File: src/hdl/msrq_pkg.sv
// ----------------------------------------------------------------------------
// msrq_pkg
// Shared types and constants for the sorted ready queue: transaction
// payloads, queue entry layout, codes and controller/datapath handshake.
// ----------------------------------------------------------------------------
package msrq_pkg;

   localparam int QUEUE_DEPTH = 16;
   localparam int IDX_W       = $clog2(QUEUE_DEPTH);
   localparam int CNT_W       = $clog2(QUEUE_DEPTH + 1);

   localparam logic       OP_INSERT = 1'b0;
   localparam logic       OP_POP    = 1'b1;

   localparam logic [1:0] STATUS_DONE  = 2'd0;
   localparam logic [1:0] STATUS_EMPTY = 2'd1;
   localparam logic [1:0] STATUS_FULL  = 2'd2;

   localparam logic [1:0] MODE_ARRIVAL  = 2'd0;
   localparam logic [1:0] MODE_BURST    = 2'd1;
   localparam logic [1:0] MODE_PRIORITY = 2'd2;

   typedef struct packed {
      logic               operation;
      logic [15:0]        proc_id;
      logic [15:0]        sort_key;
      logic [1:0]         op_code;
      logic signed [31:0] first_operand;
      logic signed [31:0] second_operand;
   } req_type;

   typedef struct packed {
      logic [1:0]         status;
      logic [15:0]        out_proc_id;
      logic [15:0]        out_sort_key;
      logic [1:0]         out_op_code;
      logic signed [31:0] out_first;
      logic signed [31:0] out_second;
   } rsp_type;

   typedef struct packed {
      logic [15:0]        proc_id;
      logic [15:0]        sort_key;
      logic [1:0]         op_code;
      logic signed [31:0] first;
      logic signed [31:0] second;
   } entry_type;

   // controller -> datapath
   typedef struct packed {
      logic       load;     // latch request, rewind scan index
      logic       step;     // advance scan index
      logic       place;    // open gap at scan index and write new entry
      logic       pop;      // return head and shift toward head
      logic       respond;  // drive result strobe next cycle
      logic [1:0] status;
   } cmd_type;

   // datapath -> controller
   typedef struct packed {
      logic is_pop;
      logic empty;
      logic full;
      logic scan_hit;
   } stat_type;

endpackage

File: src/hdl/mode_sorted_ready_queue_core.sv
// Sequence: pop and refused insert respond from the check state; an insert
// steps the scan state from the head slot until it lands at slot k, then responds.
// Throughput: one transaction at a time; the linear position scan, one slot
// compare per cycle, sets the insert time. A new start is taken in the strobe cycle.
// Reset (synchronous): queue empty, order mode arrival; results cannot be stalled.
// ----------------------------------------------------------------------------
// mode_sorted_ready_queue_core
// Sorted scheduler ready queue: insert a job record in mode order, pop head.
// ----------------------------------------------------------------------------
module mode_sorted_ready_queue_core (
   input  logic              clock,
   input  logic              reset,
   input  logic              start,
   output logic              busy,
   input  msrq_pkg::req_type req_item,
   output logic              rsp_valid,
   output msrq_pkg::rsp_type rsp_item,
   input  logic              csr_valid,
   output logic              csr_ready,
   input  logic [1:0]        csr_wdata
);

   msrq_pkg::cmd_type  cmd;
   msrq_pkg::stat_type stat;

   assign csr_ready = 1'b1;

   msrq_ctrl u_ctrl (
      .clock (clock),
      .reset (reset),
      .start (start),
      .busy  (busy),
      .stat  (stat),
      .cmd   (cmd)
   );

   msrq_datapath u_datapath (
      .clock     (clock),
      .reset     (reset),
      .req_item  (req_item),
      .csr_valid (csr_valid),
      .csr_wdata (csr_wdata),
      .cmd       (cmd),
      .stat      (stat),
      .rsp_valid (rsp_valid),
      .rsp_item  (rsp_item)
   );

endmodule

File: src/hdl/msrq_ctrl.sv
// ----------------------------------------------------------------------------
// msrq_ctrl
// Controller for the sorted ready queue: accepts a transaction, sorts out
// pop, refusal or insert, and steps the position scan until it lands.
// ----------------------------------------------------------------------------
module msrq_ctrl (
   input  logic               clock,
   input  logic               reset,
   input  logic               start,
   output logic               busy,
   input  msrq_pkg::stat_type stat,
   output msrq_pkg::cmd_type  cmd
);

   typedef enum logic [2:0] {
      ST_IDLE  = 3'b001,
      ST_CHECK = 3'b010,
      ST_SCAN  = 3'b100
   } state_type;

   state_type state_ff, state_in;

   always_comb begin
      state_in = state_ff;
      cmd      = '0;
      unique case (state_ff)
         ST_IDLE: begin
            if (start) begin
               cmd.load = 1'b1;
               state_in = ST_CHECK;
            end
         end
         ST_CHECK: begin
            priority if (stat.is_pop && stat.empty) begin
               cmd.respond = 1'b1;
               cmd.status  = msrq_pkg::STATUS_EMPTY;
               state_in    = ST_IDLE;
            end else if (stat.is_pop) begin
               cmd.pop     = 1'b1;
               cmd.respond = 1'b1;
               cmd.status  = msrq_pkg::STATUS_DONE;
               state_in    = ST_IDLE;
            end else if (stat.full) begin
               cmd.respond = 1'b1;
               cmd.status  = msrq_pkg::STATUS_FULL;
               state_in    = ST_IDLE;
            end else begin
               state_in = ST_SCAN;
            end
         end
         ST_SCAN: begin
            if (stat.scan_hit) begin
               cmd.place   = 1'b1;
               cmd.respond = 1'b1;
               cmd.status  = msrq_pkg::STATUS_DONE;
               state_in    = ST_IDLE;
            end else begin
               cmd.step = 1'b1;
            end
         end
         default: begin
            state_in = ST_IDLE;
         end
      endcase
   end

   always_ff @(posedge clock) begin
      if (reset) begin
         state_ff <= ST_IDLE;
      end else begin
         state_ff <= state_in;
      end
   end

   assign busy = (state_ff != ST_IDLE);

endmodule

File: src/hdl/msrq_datapath.sv
// ----------------------------------------------------------------------------
// msrq_datapath
// Slot row, occupancy count, scan index and order compare for the sorted
// ready queue, plus the mode register and the result register.
// ----------------------------------------------------------------------------
module msrq_datapath (
   input  logic               clock,
   input  logic               reset,
   input  msrq_pkg::req_type  req_item,
   input  logic               csr_valid,
   input  logic [1:0]         csr_wdata,
   input  msrq_pkg::cmd_type  cmd,
   output msrq_pkg::stat_type stat,
   output logic               rsp_valid,
   output msrq_pkg::rsp_type  rsp_item
);

   localparam int DEPTH = msrq_pkg::QUEUE_DEPTH;
   localparam int IDX_W = msrq_pkg::IDX_W;
   localparam int CNT_W = msrq_pkg::CNT_W;

   logic [1:0]             mode_ff;
   msrq_pkg::req_type      req_ff;
   logic [IDX_W-1:0]       idx_ff;
   logic [CNT_W-1:0]       occ_ff;
   logic                   rsp_valid_ff;
   msrq_pkg::rsp_type      rsp_ff, rsp_in;
   msrq_pkg::entry_type    slot_ff [DEPTH];
   msrq_pkg::entry_type    slot_in [DEPTH];
   msrq_pkg::entry_type    new_entry;
   msrq_pkg::entry_type    probe;
   logic                   goes_before;

   assign new_entry = '{proc_id:  req_ff.proc_id,
                        sort_key: req_ff.sort_key,
                        op_code:  req_ff.op_code,
                        first:    req_ff.first_operand,
                        second:   req_ff.second_operand};

   assign probe = slot_ff[idx_ff];

   // new entry goes ahead of the first stored entry that does not sort before it
   always_comb begin
      unique case (mode_ff)
         msrq_pkg::MODE_BURST:
            goes_before = (probe.sort_key >= req_ff.sort_key);
         msrq_pkg::MODE_PRIORITY:
            goes_before = (probe.sort_key > req_ff.sort_key) ||
                          ((probe.sort_key == req_ff.sort_key) &&
                           (probe.proc_id >= req_ff.proc_id));
         default:
            goes_before = (probe.proc_id >= req_ff.proc_id);
      endcase
   end

   assign stat.is_pop   = (req_ff.operation == msrq_pkg::OP_POP);
   assign stat.empty    = (occ_ff == '0);
   assign stat.full     = (occ_ff == CNT_W'(DEPTH));
   assign stat.scan_hit = (CNT_W'(idx_ff) == occ_ff) || goes_before;

   for (genvar g = 0; g < DEPTH; g++) begin : g_slot
      always_comb begin
         slot_in[g] = slot_ff[g];
         if (cmd.place) begin
            if (IDX_W'(g) == idx_ff) begin
               slot_in[g] = new_entry;
            end
            if (g > 0) begin
               if (IDX_W'(g) > idx_ff) begin
                  slot_in[g] = slot_ff[(g > 0) ? g - 1 : 0];
               end
            end
         end else if (cmd.pop) begin
            if (g < DEPTH - 1) begin
               slot_in[g] = slot_ff[(g < DEPTH - 1) ? g + 1 : g];
            end
         end
      end
   end

   always_comb begin
      rsp_in        = '0;
      rsp_in.status = cmd.status;
      if (cmd.pop) begin
         rsp_in.out_proc_id  = slot_ff[0].proc_id;
         rsp_in.out_sort_key = slot_ff[0].sort_key;
         rsp_in.out_op_code  = slot_ff[0].op_code;
         rsp_in.out_first    = slot_ff[0].first;
         rsp_in.out_second   = slot_ff[0].second;
      end
   end

   always_ff @(posedge clock) begin
      if (reset) begin
         mode_ff      <= msrq_pkg::MODE_ARRIVAL;
         occ_ff       <= '0;
         idx_ff       <= '0;
         rsp_valid_ff <= 1'b0;
      end else begin
         if (csr_valid) begin
            mode_ff <= csr_wdata;
         end
         if (cmd.load) begin
            idx_ff <= '0;
         end else if (cmd.step) begin
            idx_ff <= idx_ff + 1'b1;
         end
         if (cmd.place) begin
            occ_ff <= occ_ff + 1'b1;
         end else if (cmd.pop) begin
            occ_ff <= occ_ff - 1'b1;
         end
         rsp_valid_ff <= cmd.respond;
      end
   end

   always_ff @(posedge clock) begin
      if (cmd.load) begin
         req_ff <= req_item;
      end
      if (cmd.respond) begin
         rsp_ff <= rsp_in;
      end
      for (int i = 0; i < DEPTH; i++) begin
         slot_ff[i] <= slot_in[i];
      end
   end

   assign rsp_valid = rsp_valid_ff;
   assign rsp_item  = rsp_ff;

endmodule
File: config.mk
export PLATFORM = sky130hd
export DESIGN_NAME = mode_sorted_ready_queue_core
export DESIGN_NICKNAME = d
export VERILOG_FILES = /design/src/hdl/msrq_pkg.sv /design/src/hdl/mode_sorted_ready_queue_core.sv /design/src/hdl/msrq_ctrl.sv /design/src/hdl/msrq_datapath.sv
export SDC_FILE = /design/constraint.sdc
export NUM_CORES = 2
export LEC_CHECK = 0
export BUFFER_PORTS_ARGS = -buffer_cell sky130_fd_sc_hd__buf_2
export CAP_MARGIN = 20
export CORE_ASPECT_RATIO = 1.4
export CORE_MARGIN = 8
export CORE_UTILIZATION = 25
export CTS_BUF_LIST = sky130_fd_sc_hd__clkbuf_16
export DETAILED_ROUTE_END_ITERATION = 12
export GPL_TIMING_DRIVEN = 0
export SETUP_SLACK_MARGIN = 0.02
export SLEW_MARGIN = 20
export SYNTH_ARGS = -nofsm -noshare
export SYNTH_HDL_FRONTEND = slang
export SYNTH_SLANG_ARGS = --single-unit
File: constraint.sdc
create_clock -name clock -period 29.1 [get_ports clock]
set_input_delay 1.455 -clock clock [delete_from_list [all_inputs] [get_ports clock]]
set_output_delay 1.455 -clock clock [all_outputs]
set_load 0.01 [all_outputs]
==> impl_metrics.csv <==
group,metric,value,unit
floorplan,die-area,397100,um2
synth,yosysMostFrequentCell,"mux2_2",
layout,fin_area,110300,um2
flow_run,drv_cap,0,
cts,holdBufCountCts,0,
detailed_routing,drtIter0Drc,4318,
grt,grt_pass1_wl,429700,um
synth,ys_async_sr_fraction,0,%
placed_design,placed_area,104100,um2
synth,ys_ff_latch,1786,
grt,antenna_found_initial,56,
worst_setup_path,worstPathArrival,9.37,ns
detailed_routing,viasPerCell,4.732,
cts,post_cts_resized,0,
worst_setup_path,rrSetupSlack,20.29,ns
layout,regArea,53440,um2
grt,grt_use_total,14.51,%
grt,overflow,0,
worst_setup_path,worst_setup_path_start_kind,"flip-flop",
grt,grt_pass1_vias,61210,
status,outcome,"finished clean",
synth,ys_types,53,
power_and_ir_drop,total_power,5.383,mW
timing,final_max_slew_viol_count,0,
cts,htreeDepth,4,
detailed_routing,drc,0,
detailed_routing,firstDrtPassIters,5,
worst_setup_path,cp_max_fo,10,
cts,clkTransAtPathRegs,0.06,ns
timing,finalHoldViolations,0,
synth,synth_area,94220,um2
cts,clk-insertion-delay-late,0.87,ns
grt,grt_max_degree,67,
worst_setup_path,path_class,"reg -> reg",
timing,min_period,8.813,ns
layout,area_delta_synth_final,17.02,%
layout,fillers,37520,
synth,ys.flop_type,"edfxtp_1",
timing,setup_viol,0,
timing,fmax,0.1135,GHz
cts,cts_setup_buffers,0,
detailed_routing,wl,300000,um
floorplan,rows,266,
placed_design,dpl.hpwl,227100,um
detailed_routing,antenna_left,0,
cts,clock_sinks,1786,
layout,fin_util,29.39,%
layout,drive_above_1_share,42.34,%
timing,fin_hold_ws,0.5160,ns
synth,synth_cells,6339,
placed_design,routabilityCongestion,0.8635,
layout,multiInputGateArea,38060,um2
timing,worst_pin_slew,1.181,ns
floorplan,core_area,375100,um2
worst_setup_path,required,29.65,ns
detailed_routing,wire_per_inst,25.02,um
cts,clockRootBuffer,"clkbuf_16",
power_and_ir_drop,ir_worst_vdd,0.04722,mV
layout,nets,7007,
floorplan,die_y,742.4,um
detailed_routing,vias,56730,
power_and_ir_drop,power_density,48.83,nW/um2
power_and_ir_drop,power.leakage,31.02,nW
synth,yosys.area.top_type,"edfxtp_1",
synth,synth_seq_area_share,56.72,%
synth,synth_area_leaders,"edfxtp_1 (56%), mux2_2 (24%), mux2_1 (5.2%)",
cts,cts_made_buffers,200,
timing,fin_skew,0.04922,ns
timing,rsz0062_at_grt,"false",
synth,ys_top_cells_by_count,"mux2_2 (2015), edfxtp_1 (1767), nand2_1 (645), o21ai_0 (441), mux2_1 (439)",
placed_design,io_buffers,206,
synth,syn_nets,6485,
floorplan,fp.dieW,534.8,um
synth,yosysTopAreaCellShare,56.32,%
synth,ys.warnings.count,0,
cts,cts_tree,"built",
worst_hold_path,hold_path_class,"reg -> reg",
synth,syn_area_per_cell,14.86,um2
synth,synth_edf_count,1767,
cts,clk_path_buf_depth,4,
timing,relSlewSlack,21.30,%
timing,fin_crit_sh,30.28,%
floorplan,boundaryPins,208,
timing,setup-tns-final,0,ns
floorplan,initial_core_util,25.12,%
worst_setup_path,endpoint_kind,"flip-flop",
[cell usage in the layout, fill, tap and decap left out, types with 18 or more instances in the layout]
| cell | instances |
|---|---|
| clkinv_1 | 55 |
| nor2_1 | 21 |
| clkinv_2 | 24 |
| mux2_2 | 2015 |
| edfxtp_1 | 1767 |
| buf_6 | 58 |
| and2_1 | 101 |
| buf_2 | 246 |
| clkbuf_1 | 326 |
| buf_4 | 98 |
| a21oi_1 | 22 |
| buf_16 | 67 |
| inv_1 | 82 |
| dfxtp_1 | 19 |
| o21ai_0 | 433 |
| mux4_2 | 160 |
| ha_1 | 40 |
| clkbuf_2 | 23 |
| nand2_1 | 643 |
| clkbuf_16 | 203 |
| diode_2 | 18 |
| mux2_1 | 439 |
[area by class of cell]
class,instances,area share (%)
clock inverters,150,0.9635
diodes,18,0.04085
plain buffers,533,2.539
repair buffers,320,3.085
well taps,4958,5.627
inverters,42,0.1498
multi-input cells,3978,34.52
clock buffers,203,4.608
flip-flops and latches,1786,48.47
[report_power, final]
group	internal, mW	switching, mW	leakage (nW)
combinational	0.0252	0.0742	15.1
clock	1.39	1.06	3.15
sequential	2.81	0.0245	12.8
[cell families after synthesis]
group | Yosys count | synth area share [%]
AOI/OAI and AO/OA | 504 | 2.795
xor gates and xnor gates | 6 | 0.05578
adders and majority gates | 41 | 0.5524
buffers and inverters | 575 | 3.081
DFF | 1786 | 56.72
muxes | 2616 | 33.17
other | 1 | 0.003980
and+or+nand+nor | 810 | 3.617
[path summary, 6_finish.rpt]
| check | from | to | cells past startpoint |
|---|---|---|---|
| hold reg to reg | u_datapath.slot_ff[15][63] | u_datapath.slot_ff[14][63] | 1 |
| hold / removal | u_datapath.slot_ff[15][63] | u_datapath.slot_ff[14][63] | 1 |
| setup / recovery | flip-flop | u_datapath.slot_ff[1][43] | 21 |
| setup reg to reg | flip-flop | u_datapath.slot_ff[1][43] | 21 |
[metal layers]
metal	share of wire, %	vias up	GRT usage (%)	wire, um
met5	0.0077	-	0	23
met4	4.8	4	6.773	14310
met3	5.0	584	1.917	15120
met2	52	1797	26.68	155800
met1	38	29030	16.62	114700
li1	-	25320	-	-
[sequential cells by signal, summed over array words and instances, names as in the netlist, named ones only]
name and count:
u_ctrl.state_ff 3, u_datapath.rsp_item 100, u_datapath.slot_ff 1568, u_datapath.new_entry 98, u_datapath.rsp_valid 1, u_datapath.stat 1, u_datapath.mode_ff 2, u_datapath.occ_ff 5
u_datapath.idx_ff 4
[through the flow]
step                worst slack (ns)  cells
CTS                            20.22  11970
global placement              -1.189  11500
detailed placement             20.24  11620
floorplan                      13.99   6339
global route                   19.98  11970
finish                         20.29  11990
[worst max-delay path, stage by stage, from the launching register on]
cell and delay [ns]:
dfxtp_1 0.40, clkbuf_1 0.68, buf_1 0.78, mux4_2 0.63
mux4_2 0.49, ha_1 0.34, nand4_1 0.20, or3_1 0.49
nor4_2 0.68, o41a_1 0.37, a21bo_2 0.31, a21oi_2 0.21
inv_2 0.35, buf_2 0.47, o41ai_2 0.47, buf_4 0.28
buf_2 0.22, buf_2 0.24, buf_4 0.19, buf_2 0.21
buf_2 0.22, buf_4 0.19
No activity file was read; power rests on OpenSTA's default activity.
